### src/rgb_brightness_contrast_adjust_assert.svh
// Assertion macros for the brightness and contrast block.
// Each macro checks a property on the rising edge of clk_i, with checking
// held off while rst_ni is low.
`ifndef RGB_BRIGHTNESS_CONTRAST_ADJUST_ASSERT_SVH
`define RGB_BRIGHTNESS_CONTRAST_ADJUST_ASSERT_SVH

`ifndef SYNTH
`define RBCA_ASSERT(lbl, prop, msg) \
  lbl: assert property (@(posedge clk_i) disable iff (!rst_ni) prop) else $error(msg);
`define RBCA_NEVER(lbl, cond, msg) \
  lbl: assert property (@(posedge clk_i) disable iff (!rst_ni) !(cond)) else $error(msg);
`else
`define RBCA_ASSERT(lbl, prop, msg)
`define RBCA_NEVER(lbl, cond, msg)
`endif

`endif

### src/rbca_pkg.sv
`timescale 1ns / 1ps

package rbca_pkg;

  localparam int unsigned ChanW    = 8;
  localparam int unsigned LutAddrW = 8;
  localparam int unsigned CfgIdxW  = 2;

  localparam int unsigned ChanLimit  = 250;
  localparam int unsigned ChanMax    = 255;
  localparam int unsigned MidLevel   = 128;
  localparam int unsigned PctFull    = 100;
  localparam int unsigned PctQuarter = 25;

  // Reciprocal of 100 is Recip / 2**ShiftHundred, of 25 is Recip / 2**ShiftQuarter.
  localparam int unsigned Recip        = 5243;
  localparam int unsigned RecipW       = 13;
  localparam int unsigned ShiftHundred = 19;
  localparam int unsigned ShiftQuarter = 17;

  typedef enum logic [CfgIdxW-1:0] {
    CfgBrightness = 2'd0,
    CfgContrast   = 2'd1
  } cfg_reg_e;

  typedef struct packed {
    logic signed [ChanW-1:0] brightness;
    logic signed [ChanW-1:0] contrast;
  } settings_t;

  typedef struct packed {
    logic                we;
    logic [LutAddrW-1:0] addr;
    logic [ChanW-1:0]    data;
  } lut_wr_t;

  // Written settings saturate to the range -100..+100.
  function automatic logic signed [ChanW-1:0] sat_setting(input logic [ChanW-1:0] v);
    logic signed [ChanW-1:0] s;
    s = $signed(v);
    if (s > 8'sd100) begin
      return 8'sd100;
    end else if (s < -8'sd100) begin
      return -8'sd100;
    end
    return s;
  endfunction

endpackage

### src/rbca_lut_mem.sv
`timescale 1ns / 1ps

// One 256-entry table with a write port and a registered read port.
module rbca_lut_mem (
  input  logic                          clk_i,
  input  rbca_pkg::lut_wr_t             wr_i,
  input  logic                          rd_en_i,
  input  logic [rbca_pkg::LutAddrW-1:0] rd_addr_i,
  output logic [rbca_pkg::ChanW-1:0]    rd_data_o
);
  import rbca_pkg::*;

  logic [ChanW-1:0] mem [2**LutAddrW];
  logic [ChanW-1:0] rd_data_q;

  always_ff @(posedge clk_i) begin
    if (wr_i.we) begin
      mem[wr_i.addr] <= wr_i.data;
    end
  end

  always_ff @(posedge clk_i) begin
    if (rd_en_i) begin
      rd_data_q <= mem[rd_addr_i];
    end
  end

  assign rd_data_o = rd_data_q;

endmodule

### config.mk
export PLATFORM = sky130hd
export DESIGN_NAME = rbca_lut_mem
export DESIGN_NICKNAME = d
export VERILOG_FILES = /design/src/rgb_brightness_contrast_adjust_assert.svh /design/src/rbca_pkg.sv /design/src/rbca_lut_mem.sv
export SDC_FILE = /design/constraint.sdc
export NUM_CORES = 2
export LEC_CHECK = 0
export ABC_AREA = 1
export BUFFER_PORTS_ARGS = -buffer_cell sky130_fd_sc_hd__buf_2
export CORE_MARGIN = 2
export CORE_UTILIZATION = 30
export DETAILED_ROUTE_END_ITERATION = 12
export GPL_TIMING_DRIVEN = 0
export PLACE_DENSITY = 0.56
export SETUP_SLACK_MARGIN = 0.1
export SLEW_MARGIN = 20
export SYNTH_ARGS = -nofsm -noshare
export SYNTH_HDL_FRONTEND = slang
export SYNTH_SLANG_ARGS = --single-unit
### constraint.sdc
create_clock -name clk_i -period 1.7 [get_ports clk_i]
set_input_delay 0.085 -clock clk_i [delete_from_list [all_inputs] [get_ports clk_i]]
set_output_delay 0.085 -clock clk_i [all_outputs]
set_load 0.05 [all_outputs]
==> results_dict.tcl <==
set metrics [dict create \
    multi_input_area_um2 21900 \
    grtUsageTotal_pct 24.8 \
    ys_ff_latch 2056 \
    leakagePower_nw 33.9 \
    routed_wl_mm 363 \
    synth_top_area_cell "edfxtp_1" \
    via_per_inst 5.55 \
    slew_headroom_pct 16.2 \
    synth_area_per_cell_um2 11.9 \
    ios 35 \
    die_h_um 532 \
    synth_cell_types 13 \
    grt_first_pass_wirelength_mm 483 \
    p_per_area_nw_per_um2 1130 \
    rows 193 \
    syn_inst 7003 \
    fin_crit_sh_pct 122 \
    crit_arrival_ns 2.79 \
    async_flop_share_pct 0 \
    hpwl_mm 252 \
    fillCellCount 26845 \
    p_clk_share_pct 41.8 \
    drv_cap 0 \
    switchingPower_w 0.0281 \
    syn_nets 7030 \
    ff_latch_area_um2 61700 \
    routabilityCongestion 1.03 \
    area.growth.synth_to_final_pct 18.9 \
    yosysMostFrequentCell "nand2_1" \
    fin_ws_ns -0.370 \
    grt_start_max_net_pins 133 \
    ir_drop_v 0.000846 \
    start_kind "input pin" \
    grt_overflow 0 \
    cts_tree "done" \
    port_buffers 27 \
    ys.flop_type "edfxtp_1" \
    grt_setup_unrepaired "yes" \
    antenna_found_initial 20 \
    dr.first_iter.drc_count 10107 \
    netlist_area_um2 83500 \
    setup_viol 643 \
    die-area_um2 282000 \
    clkTransAtPathRegs_ns 0.05 \
    postRouteAntennaNets 0 \
    critPathRequiredTime_ns 2.42 \
    insertion_delay_ns 0.92 \
    fmax_mhz 483 \
    failed_checks "hold timing, setup timing" \
    first_pass_iters 9 \
    combPwrFrac_pct 8.4 \
    whs_ns -0.283 \
    synth_edf_count 2056 \
    endpoint_kind "flip-flop" \
    ys_warn_count 0 \
    vias 62056 \
    slew_violations 0 \
    core_area_um2 277000 \
    nets 7320 \
    cts_root_buf "clkbuf_16" \
    period_needed_ns 2.07 \
    fin_tns_setup_ns -72.11 \
    die_x_um 532 \
    ys_seq_area_share_pct 74.0 \
    min_path_type "in2reg" \
    skew_ns 0.0576 \
    postCtsHoldBufs 10 \
    clock_sinks 2056 \
    yosys.area.top_type_share_pct 74.0 \
    power.share.sequential_pct 49.9 \
    synth_commonest_cells "nand2_1 (2123), edfxtp_1 (2056), nand3_1 (2019), nor2_1 (283), buf_2 (268)" \
    outcome "complete, but fails checks" \
    cts.path.max_buffers 4 \
    place_ws_ns -2.29 \
    worst_slew_pin_slew_ns 1.26 \
    start_util_pct 30.2 \
    cts_inserted_buffers 218 \
    grt_pass1_vias 56467 \
    crit_type "in2reg" \
    switching_share_pct 25.1 \
    remaining_drc_errors 0 \
    htree_num_levels 4 \
    critPathMaxFanout 10 \
    fin_util_pct 35.9 \
    yosys-top-cells-area "edfxtp_1 (74%), nand3_1 (12%), nand2_1 (9.5%), buf_2 (1.6%), nor2_1 (1.3%)" \
    layout-drive-gt1-share_pct 17.1 \
    internal-power_w 0.0840 \
    wire_per_inst_um 32.5 \
    hold_viol_final 8 \
]
per-stage QoR:
stage | area, um^2 | total power, W | instances
finish | 99200 | 0.112 | 11175
CTS | 98000 | 0.111 | 11161
global route | 99200 | 0.114 | 11170
global placement | 88200 | 0.0653 | 10735
floorplan | 83500 | 0.0605 | 7003
detailed placement | 89200 | 0.0653 | 10761
layout make-up:
| type | count | area share, % |
|---|---|---|
| flip-flops and latches | 2056 | 62.2 |
| multi-input cells | 4425 | 22.1 |
| clock buffers | 257 | 5.67 |
| well taps | 3705 | 4.67 |
| plain buffers | 483 | 2.93 |
| repair buffers | 70 | 1.14 |
| clock inverters | 130 | 1.14 |
| inverters | 39 | 0.150 |
| diodes | 10 | 0.0252 |
worst paths after layout:
path / depth (start not counted) / to / from / slack, ns
max: 14 / rd_data_o[0] / rd_addr_i[0] / -0.37
min reg2reg: 10 / rd_data_o[0] / mem[148][0] / 1.14
min: 3 / rd_data_o[3] / rd_addr_i[7] / -0.28
max reg2reg: 10 / rd_data_o[7] / mem[111][7] / -0.32
metal layers:
metal  up-vias  global-route usage (%)  part of all wire, %
li1      25491                       -                    -
met1     31077                    32.4                   38
met2      4567                    36.3                   42
met3       913                    6.96                   13
met4         8                    15.0                  7.1
met5         -                       0                0.051
worst max-delay path, cell delays in order:
cell	delay [ns]
buf_4	0.19
inv_4	0.18
buf_2	0.48
clkbuf_4	0.43
nand2_1	0.08
nand3_1	0.08
nand3_2	0.11
nand3_1	0.19
nand3_4	0.15
nand3_2	0.18
nand3_2	0.17
nand2_1	0.21
nand2_1	0.09
nand2_2	0.12
layout by cell type, fill, tap and decap left out, types with 57 or more instances in the layout:
cell type	instances
clkbuf_1	68
nor2_1	57
nor2_2	127
buf_2	233
nor2_4	99
clkbuf_2	65
nand2_1	2100
nand3_2	183
edfxtp_1	2056
clkbuf_16	219
nand3_1	1779
nand3_4	57
clkinv_1	61
buf_4	104
power by group through the flow:
stage,logic [W],clock network [W],registers [W]
3_3_place_gp,0.00803,0,0.0572
5_1_grt,0.00947,0.0486,0.0559
4_1_cts,0.00876,0.0467,0.0559
3_5_place_dp,0.00829,0,0.0570
6_report,0.00938,0.0468,0.0559
2_1_floorplan,0.00345,0,0.0571
flip-flops by register name, indices dropped and copies added, names as in the netlist:
signal     cells
mem         2048
rd_data_o      8
logic make-up after synthesis:
logic type | share of synthesized area, %
and+or+nand+nor | 22.9
DFF | 74.0
buffers and inverters | 3.12
repair_timing:
item                                   4_1_cts  5_1_grt
buffers inserted                             3        4
setup endpoints to repair                 1641     1531
gates resized for setup                    517      297
gates cloned                                 0        0
endpoints found under the hold margin     1036        8
pin swaps                                   45       68
(Power assumes the default switching activity.)
