$ cat config.mk
export PLATFORM = sky130hd
export DESIGN_NAME = rbca_lut_calc
export DESIGN_NICKNAME = d
export VERILOG_FILES = /design/src/rgb_brightness_contrast_adjust_assert.svh /design/src/rbca_pkg.sv /design/src/rbca_lut_calc.sv
export SDC_FILE = /design/constraint.sdc
export NUM_CORES = 1
export LEC_CHECK = 0
export BUFFER_PORTS_ARGS = -buffer_cell sky130_fd_sc_hd__buf_2
export CAP_MARGIN = 20
export CORE_ASPECT_RATIO = 1.75
export CORE_UTILIZATION = 55
export CTS_CLUSTER_SIZE = 24
export DETAILED_ROUTE_END_ITERATION = 10
export HOLD_SLACK_MARGIN = 0.15
export PLACE_DENSITY_LB_ADDON = 0.15
export SETUP_SLACK_MARGIN = 0.1
export SYNTH_ARGS = -nofsm -noshare
export SYNTH_HDL_FRONTEND = slang
export SYNTH_SLANG_ARGS = --single-unit
$ cat constraint.sdc
create_clock -name clk_i -period 5.2 [get_ports clk_i]
set_input_delay 0.78 -clock clk_i [delete_from_list [all_inputs] [get_ports clk_i]]
set_output_delay 0.78 -clock clk_i [all_outputs]
set_load 0.03 [all_outputs]
$ cat src/rgb_brightness_contrast_adjust_assert.svh
// Assertion macros for the brightness and contrast block.
// Each macro checks a property on the rising edge of clk_i, with checking
// held off while rst_ni is low.
`ifndef RGB_BRIGHTNESS_CONTRAST_ADJUST_ASSERT_SVH
`define RGB_BRIGHTNESS_CONTRAST_ADJUST_ASSERT_SVH

`ifndef SYNTH
`define RBCA_ASSERT(lbl, prop, msg) \
  lbl: assert property (@(posedge clk_i) disable iff (!rst_ni) prop) else $error(msg);
`define RBCA_NEVER(lbl, cond, msg) \
  lbl: assert property (@(posedge clk_i) disable iff (!rst_ni) !(cond)) else $error(msg);
`else
`define RBCA_ASSERT(lbl, prop, msg)
`define RBCA_NEVER(lbl, cond, msg)
`endif

`endif

$ cat src/rbca_pkg.sv
`timescale 1ns / 1ps

package rbca_pkg;

  localparam int unsigned ChanW    = 8;
  localparam int unsigned LutAddrW = 8;
  localparam int unsigned CfgIdxW  = 2;

  localparam int unsigned ChanLimit  = 250;
  localparam int unsigned ChanMax    = 255;
  localparam int unsigned MidLevel   = 128;
  localparam int unsigned PctFull    = 100;
  localparam int unsigned PctQuarter = 25;

  // Reciprocal of 100 is Recip / 2**ShiftHundred, of 25 is Recip / 2**ShiftQuarter.
  localparam int unsigned Recip        = 5243;
  localparam int unsigned RecipW       = 13;
  localparam int unsigned ShiftHundred = 19;
  localparam int unsigned ShiftQuarter = 17;

  typedef enum logic [CfgIdxW-1:0] {
    CfgBrightness = 2'd0,
    CfgContrast   = 2'd1
  } cfg_reg_e;

  typedef struct packed {
    logic signed [ChanW-1:0] brightness;
    logic signed [ChanW-1:0] contrast;
  } settings_t;

  typedef struct packed {
    logic                we;
    logic [LutAddrW-1:0] addr;
    logic [ChanW-1:0]    data;
  } lut_wr_t;

  // Written settings saturate to the range -100..+100.
  function automatic logic signed [ChanW-1:0] sat_setting(input logic [ChanW-1:0] v);
    logic signed [ChanW-1:0] s;
    s = $signed(v);
    if (s > 8'sd100) begin
      return 8'sd100;
    end else if (s < -8'sd100) begin
      return -8'sd100;
    end
    return s;
  endfunction

endpackage

$ cat src/rbca_lut_calc.sv
`timescale 1ns / 1ps

// Sweeps all 256 channel codes through a pipelined evaluation of the
// brightness and contrast curve and writes each result into the tables.
module rbca_lut_calc (
  input  logic                clk_i,
  input  logic                rst_ni,
  input  logic                start_i,
  input  rbca_pkg::settings_t settings_i,
  output logic                busy_o,
  output rbca_pkg::lut_wr_t   lut_wr_o
);
  import rbca_pkg::*;

  logic                sweep_q, sweep_d;
  logic [LutAddrW-1:0] cnt_q, cnt_d;

  logic [5:0] v_q, v_d;

  logic [ChanW-1:0] x1_q, x2_q, x3_q, x4_q, x5_q, x6_q;
  logic [ChanW-1:0] i1_q, i2_q;
  logic [ChanW-1:0] t3_q, t4_q, t5_q, t6_q;
  logic [14:0]      p1_q;
  logic [27:0]      q2_q;
  logic signed [16:0] prod4_q;
  logic signed [17:0] num5_q;
  logic [27:0]      mr6_q;
  logic             neg6_q;

  logic             b_neg, c_pos, c_zero, bypass;
  logic [ChanW-1:0] b_u, c_u;
  logic [ChanW-1:0] i_lim, mul_a, bsum;
  logic [6:0]       mul_b;
  logic [8:0]       qd, t_sum;
  logic [ChanW-1:0] ksum;
  logic signed [8:0]  diff;
  logic signed [16:0] prod;
  logic signed [17:0] num;
  logic [10:0]      r_full;
  logic [ChanW-1:0] r_out;

  assign b_u    = settings_i.brightness;
  assign c_u    = settings_i.contrast;
  assign b_neg  = settings_i.brightness[ChanW-1];
  assign c_pos  = !settings_i.contrast[ChanW-1] && (settings_i.contrast != '0);
  assign c_zero = (settings_i.contrast == '0);
  assign bypass = (settings_i.brightness == '0) && c_zero;

  always_comb begin
    sweep_d = sweep_q;
    cnt_d   = cnt_q;
    if (start_i) begin
      sweep_d = 1'b1;
      cnt_d   = '0;
    end else if (sweep_q) begin
      cnt_d = cnt_q + 1'b1;
      if (cnt_q == LutAddrW'(ChanMax)) begin
        sweep_d = 1'b0;
      end
    end
  end

  assign v_d = {v_q[4:0], sweep_q && !start_i};

  // Brightness product.
  always_comb begin
    i_lim = (cnt_q > ChanW'(ChanLimit)) ? ChanW'(ChanLimit) : cnt_q;
    bsum  = ChanW'(PctFull) + b_u;
    if (b_neg) begin
      mul_a = i_lim;
      mul_b = bsum[6:0];
    end else begin
      mul_a = ChanW'(ChanMax) - i_lim;
      mul_b = b_u[6:0];
    end
  end

  // Brightness quotient and contrast product.
  always_comb begin
    qd    = q2_q[27:ShiftHundred];
    t_sum = b_neg ? qd : ({1'b0, i2_q} + qd);
    diff  = $signed({1'b0, t3_q}) - 9'sd128;
    ksum  = (c_pos ? ChanW'(PctQuarter) : ChanW'(PctFull)) + c_u;
    prod  = diff * $signed({1'b0, ksum[6:0]});
    num   = {prod4_q[16], prod4_q} + (c_pos ? 18'sd3200 : 18'sd12800);
  end

  // Final quotient, clamp and the special cases.
  always_comb begin
    r_full = c_pos ? mr6_q[27:ShiftQuarter] : {2'b00, mr6_q[27:ShiftHundred]};
    if (neg6_q) begin
      r_out = '0;
    end else if (r_full > 11'(ChanMax)) begin
      r_out = ChanW'(ChanMax);
    end else begin
      r_out = r_full[ChanW-1:0];
    end
    if (c_zero) begin
      r_out = t6_q;
    end
    if (bypass) begin
      r_out = x6_q;
    end
  end

  always_ff @(posedge clk_i or negedge rst_ni) begin
    if (!rst_ni) begin
      sweep_q <= 1'b0;
      cnt_q   <= '0;
      v_q     <= '0;
    end else begin
      sweep_q <= sweep_d;
      cnt_q   <= cnt_d;
      v_q     <= v_d;
    end
  end

  always_ff @(posedge clk_i) begin
    x1_q    <= cnt_q;
    i1_q    <= i_lim;
    p1_q    <= mul_a * mul_b;
    x2_q    <= x1_q;
    i2_q    <= i1_q;
    q2_q    <= p1_q * RecipW'(Recip);
    x3_q    <= x2_q;
    t3_q    <= t_sum[ChanW-1:0];
    x4_q    <= x3_q;
    t4_q    <= t3_q;
    prod4_q <= prod;
    x5_q    <= x4_q;
    t5_q    <= t4_q;
    num5_q  <= num;
    x6_q    <= x5_q;
    t6_q    <= t5_q;
    neg6_q  <= num5_q[17];
    mr6_q   <= num5_q[14:0] * RecipW'(Recip);
  end

  assign lut_wr_o.we   = v_q[5];
  assign lut_wr_o.addr = x6_q;
  assign lut_wr_o.data = r_out;
  assign busy_o        = sweep_q || (v_q != '0);

endmodule

==> results of run 1 <==
==> through the flow <==
step	util [%]	cell area (sq um)	setup TNS, ns
3_3_place_gp	61.9	18300	-13.28
5_1_grt	65.9	19400	-8.49
4_1_cts	64.6	19100	-6.08
6_report	65.9	19400	-6.63
2_1_floorplan	-	16800	-10.0
3_5_place_dp	61.9	18300	-14.74
==> cells in the mapped netlist, types with 24 or more instances <==
library cell,count
a21oi_1,62
and2_1,36
clkbuf_1,24
dfxtp_1,164
fa_1,215
ha_1,281
inv_1,377
nand2_1,87
nor2_1,68
nor2b_1,31
nor3_1,24
o21ai_0,34
xnor2_1,53
xor2_1,28
==> cells by family (layout without fill, tap and decap cells) <==
family                     after synthesis  after routing  share of synthesized area (%)
AOI/OAI and AO/OA                      190            190                           7.20
adders and majority gates              497            497                           47.4
xor gates and xnor gates                83             83                           4.56
muxes                                   10             10                          0.621
buffers and inverters                  412            591                           9.43
and+or+nand+nor                        295            295                           8.66
DFF                                    179            179                           22.1
==> flip-flops by register name, indices dropped and copies added, names as in the netlist, 11 cells and up <==
name and flops:
mr6_q 11, p1_q 15, prod4_q 17, num5_q 16
==> cell usage in the layout (no fill, tap or decap), drive strengths merged, types with 4 or more instances in the layout <==
master	instances
a21oi	63
nand4	9
nand2b	12
buf	180
nor2	68
o21ai	41
o21a	11
fa	215
xor2	29
nand3	11
inv	387
and3	5
nand2	87
o31a	7
a31oi	12
mux2i	8
a211oi	6
clkbuf	18
nor2b	31
clkinv	6
nor3	24
a21o	22
ha	281
o31ai	4
xnor2	54
dfrtp	15
and2	36
o21bai	5
dfxtp	164
==> final timing paths <==
kind / endpoint / from
setup / recovery: prod4_q[16] / settings_i[2]
hold / removal: v_q[2] / rst_ni
setup reg to reg: q2_q[26] / p1_q[10]
hold reg to reg: t5_q[2] / t4_q[2]
max in group asynchronous: cnt_q[3] / rst_ni
min in group clk_i: t5_q[2] / t4_q[2]
==> layout make-up <==
type,count,area share [%]
Clock inverter,14,0.914
Sequential cell,179,19.0
Tap cell,382,2.46
Timing Repair Buffer,180,6.77
Inverter,379,7.33
Clock buffer,18,2.26
Multi-Input combinational cell,1075,61.3
==> worst reg2reg max path, stage by stage (launching register included) <==
cell,delay (ns)
dfxtp_4,0.39
fa_1,0.49
ha_1,0.32
fa_1,0.48
fa_1,0.53
fa_1,0.49
ha_1,0.35
a21oi_1,0.31
nor2_1,0.12
o311ai_2,0.35
o221ai_4,0.18
nor2_4,0.18
a21oi_2,0.10
or4_1,0.47
nand3_1,0.12
==> metal layers <==
layer | global-route usage, % | share of wire [%] | up-vias
met5 | 0 | 0 | -
met2 | 52.4 | 58 | 177
met1 | 23.3 | 34 | 5625
li1 | - | - | 5562
met3 | 2.25 | 1.9 | 92
met4 | 13.5 | 5.7 | 0
==> what timing repair did <==
action	CTS	global route
pin swaps	35	34
buffers inserted	10	11
gates cloned	0	0
setup endpoints to repair	20	24
resized for setup	37	69
==> metrics.yaml, run 1 <==
floorplanning:
  die_x_microns: 133
  die_h_microns: 231
  core-area_sq_um: 29500
  start_util_pct: 56.0
  die_area_sq_um: 30800
  ios: 37
  num_rows: 83
routing:
  avgRoutedWirePerCell_microns: 16.2
  vias: 11456
  drc_errors: 0
  via_per_inst: 5.14
  final_antenna_net_count: 0
  dr.first_iter.drc_count: 413
  finalWirelength_microns: 36000
  drt_pass1_iterations: 5
synthesis:
  syn_inst: 1666
  synthesis.nets: 2181
  synthFlopType: "dfxtp_1"
  yosysWarningCount: 0
  yosysTopAreaCell: "fa_1"
  async_reset_ff_share_pct: 8.38
  synth_area_sq_um: 16500
  ys_seq_area_share_pct: 22.1
  synth_area_per_cell_sq_um: 9.92
  synth_top_area_share_pct: 26.0
  synth-seq-cells: 179
  synth.distinct_cells: 58
  synth.area.top_cells: "fa_1, ha_1, dfxtp_1"
  synth-edff-count: 0
layout:
  fin_cells: 2227
  drive_gt1_share_pct: 18.5
  register_area_sq_um: 3690
  nFillCells: 2373
  final_nets: 2347
  n_antenna_cell: 0
  area_growth_pct: 17.6
  multi_input_area_sq_um: 11900
place:
  io_buffers: 36
  dp_cells: 2177
  dp_hpwl_microns: 30800
  routabilityCongestion: 0.922
  place_ws_ns: -1.64
timing:
  setup_viol: 11
  setup_slack_ns: -0.928
  relSlewSlack_pct: 57.9
  rsz0062_at_grt: "true"
  fin_worst_skew_ns: 0.0145
  min_period_over_period_pct: 118
  max_freq_ghz: 0.163
  finalCriticalPeriod_ns: 6.13
  worst_pin_slew_ns: 0.626
  finalMaxSlewViolations: 0
  final_hold_viol_count: 0
  whs_ns: 0.239
global_route:
  antenna_found_initial: 0
  grt_pass1_vias: 12755
  grt_max_degree: 23
  gr-total-overflow: 0
  grt.total_usage_pct: 25.2
  grt_pass1_wl_microns: 59700
critical_path:
  reg2reg_slack_ns: 0.25
  start_kind: "primary input"
  cp.arrival_ns: 6.49
  critPathRequiredTime_ns: 5.57
  r2r_cells: 14
  path_depth: 28
  crit_buf_inv: 7
  cpMostUsedCell: "fa_1"
  cp_max_fo: 5
  critical-path-max-stage-delay_ns: 0.57
  crit_family: "adder cells"
  endpoint_kind: "register"
  path_class: "primary input to register"
  cp_slowest_cell: "fa_1"
hold_path:
  hold_class: "primary input to async pin"
cts:
  cts_buffer_depth: 2
  clkTransAtPathRegs_ns: 0.08
  cts_buffers: 17
  root_buffer: "clkbuf_16"
  htree_levels: 4
  cts_sinks: 179
  clock_latency_ns: 0.43
  cts_tree: "done"
  cts_hold_buf: 0
run_status:
  status: "finished, violations left"
  violations: "setup timing"
run:
  drv_cap: 0
Power of run 1 is left out: the tool's default activity adds up to more than one toggle a clock period on the data nets, which glitch-free logic cannot reach.
==> run 2: changes to the inputs <==
Settings changed: ABC_AREA set to 1, ABC_CLOCK_PERIOD_IN_PS set to 5200, RECOVER_POWER set to 50.
==> run 2 against run 1 <==
  * The flow now finishes without violations
  * Die area increased by 5.9%
  * Global-route usage increased by 2.7 points
  * Sequential share of layout area decreased by 0.68 points
  * Routed wire length increased by 19%
  * Utilization decreased by 2.3 points
  * Critical path depth decreased by 2
==> metrics.yaml, run 2 <==
run_status:
  status: "finished, final reports clean"
synthesis:
  synth_compound_area_share_pct: 6.70  # -0.50 points
  syn_inst: 2002  # +20%
  synth_area_per_cell_sq_um: 8.74  # -12%
  synth_xor_area_share_pct: 3.20  # -1.4 points
  yosys-top-cells-count: "inv_1, ha_1, nand2_1, fa_1, dfxtp_1"
  synth-simple-area-share_pct: 13.3  # +4.6 points
  yosysMostFrequentCell: "inv_1"
  synth_top_family_by_area: "adder cells"
  synth_fa_ha_area_share_pct: 44.7  # -2.7 points
  synth.area.top_cells: "fa_1, ha_1, dfxtp_1"
  synthesis.nets: 2517  # +15%
  yosysWarningCount: 0  # unchanged
  synth_top_area_share_pct: 24.6  # -1.5 points
  synth-edff-count: 0  # unchanged
  synth_area_sq_um: 17500  # +5.9%
  ys_seq_area_share_pct: 20.9  # -1.2 points
  async_reset_ff_share_pct: 8.38  # unchanged
  synth_mux_area_share_pct: 0  # -0.62 points
  synth-seq-cells: 179  # unchanged
  synthFlopType: "dfxtp_1"
  yosysTopAreaCell: "fa_1"
  synth.distinct_cells: 48  # -17%
layout:
  largest_reg_flops: 17  # unchanged
  fin_cells: 2562  # +15%
  multi_input_area_sq_um: 12300  # +3.6%
  top_register: "prod4_q"
  n_antenna_cell: 0  # unchanged
  area_growth_pct: 14.3
  reg_top3: "prod4_q x17, num5_q x16, p1_q x15"
  mostFrequentLayoutCells: "inv_1, ha_1, nand2_1"
  register_area_sq_um: 3660  # -0.81%
  nFillCells: 2716  # +14%
  drive_gt1_share_pct: 13.9  # -4.5 points
  final_nets: 2668  # +14%
  layout_commonest_cell: "inv_1"
  final_cell_area_sq_um: 20000  # +2.9%
floorplanning:
  start_util_pct: 55.7  # -0.31 points
  ios: 37  # unchanged
  num_rows: 86  # +3.6%
  die_area_sq_um: 32600  # +5.9%
  core-area_sq_um: 31400  # +6.5%
  die_x_microns: 137  # +2.9%
  die_h_microns: 238  # +2.9%
cts:
  clock_latency_ns: 0.42  # about the same
  cts_tree: "done"
  htree_levels: 4  # unchanged
  cts_buffers: 17  # unchanged
  root_buffer: "clkbuf_16"
  cts_buffer_depth: 2  # unchanged
  cts_sinks: 179  # unchanged
  clkTransAtPathRegs_ns: 0.07  # about the same
  cts_hold_buf: 0  # unchanged
critical_path:
  path_class: "primary input to register"
  rr_startpoint: "cnt_q[5]"
  endpoint_kind: "register"
  cp_slowest_cell: "fa_1"
  critical-path-max-stage-delay_ns: 0.52  # -0.05 ns
  critPathRequiredTime_ns: 5.51  # -0.06 ns
  crit_family: "adder cells"
  cp_max_fo: 5  # unchanged
  crit_path_start: "settings_i[6]"
  start_kind: "primary input"
  crit_buf_inv: 6  # -1
  cp.arrival_ns: 5.28  # -1.21 ns
global_route:
  grt_pass1_vias: 14437  # +13%
  grt_max_degree: 19  # -17%
  grt_pass1_wl_microns: 68400  # +15%
  gr-total-overflow: 0  # unchanged
  grt.total_usage_pct: 27.9  # +2.7 points
  antenna_found_initial: 0  # unchanged
routing:
  final_antenna_net_count: 0  # unchanged
  vias: 13332  # +16%
  via_per_inst: 5.20  # +1.2%
  drc_errors: 0  # unchanged
  dr.first_iter.drc_count: 401  # -2.9%
  drt_pass1_iterations: 4  # -1
  avgRoutedWirePerCell_microns: 16.7  # +3.2%
  finalWirelength_microns: 42800  # +19%
timing:
  rsz0062_at_grt: "true"
  whs_ns: 0.320  # +0.0811 ns
  finalMaxSlewViolations: 0  # unchanged
  final_hold_viol_count: 0  # unchanged
  fin_worst_skew_ns: 0.0105  # -0.00407 ns
  setup_viol: 0  # -11
  setup_slack_ns: 0.228  # +1.16 ns
  relSlewSlack_pct: 46.5  # -11 points
  min_period_over_period_pct: 95.6  # -22 points
  finalCriticalPeriod_ns: 4.97  # -1.16 ns
  max_freq_ghz: 0.201  # +23%
  worst_pin_slew_ns: 0.802  # +0.176 ns
place:
  io_buffers: 36  # unchanged
  routabilityCongestion: 0.949  # +2.9%
  dpl_cell_area_sq_um: 19000  # +4.1%
  dp_cells: 2521  # +16%
  place_ws_ns: -0.350  # +1.29 ns
  dp_hpwl_microns: 37300  # +21%
hold_path:
  hold_class: "register to register"
  hp-start: "x5_q[3]"
run:
  drv_cap: 0  # unchanged
[run 2: cell count changes in the layout (fill, tap and decap cells not counted), sizes merged, moves of 15 or more]
cell   change
and2      -35
nor2b     -31
nand2    +190
nor2      +86
a21o      -15
xnor2     -32
inv      +126
buf       -39
o21ai     +27
a21oi     +20
nand3     +51
[run 2: stage by stage]
| step | TNS [ns] | util [%] |
|---|---|---|
| finish | 0 | 63.7 |
| CTS | 0 | 62.4 |
| floorplan | 0 | - |
| global placement | -2.18 | 60.5 |
| global route | 0 | 63.7 |
| detailed placement | -2.77 | 60.5 |
[run 2: logic make-up (layout without fill, tap and decap cells)]
family | after synthesis | count (layout)
XOR/XNOR | 63 | 63
AO/OA/AOI/OAI | 204 | 204
buffers and inverters | 520 | 684
AND/OR/NAND/NOR | 540 | 540
adder cells (fa/ha/maj) | 496 | 496
flip-flops | 179 | 179
[run 2: timing repair]
action | CTS | global route
buffers inserted | 0 | 9
pin swaps | 0 | 52
resized for setup | 2 | 85
setup endpoints to repair | 2 | 12
[run 2: path summary, 6_finish.rpt]
check                                   end  slack (ns)  cells past startpoint
worst max-delay path            prod4_q[16]        0.23                     26
worst min-delay path                x6_q[3]        0.32                      0
worst max register to register     p1_q[14]        0.30                     22
worst min register to register      x6_q[3]        0.32                      0
max in group asynchronous          cnt_q[7]        4.29                      1
min in group asynchronous            v_q[5]        0.42                      1
[run 2: layout make-up]
class / instances / area share (%)
tap: 396 / 2.48
multi-input combinational: 1303 / 61.7
inverter: 507 / 9.54
clock inverter: 14 / 0.663
timing repair buffer: 145 / 5.04
sequential: 179 / 18.3
clock buffer: 18 / 2.25
[run 2: metal layers]
metal / track usage, % / wire [microns] / vias up
li1: - / - / 6478
met1: 23.0 / 13300 / 6449
met2: 57.6 / 25300 / 256
met3: 3.53 / 934 / 149
met4: 19.0 / 3210 / 0
met5: 0 / 0 / -
Power of run 2 is left out for the same reason.
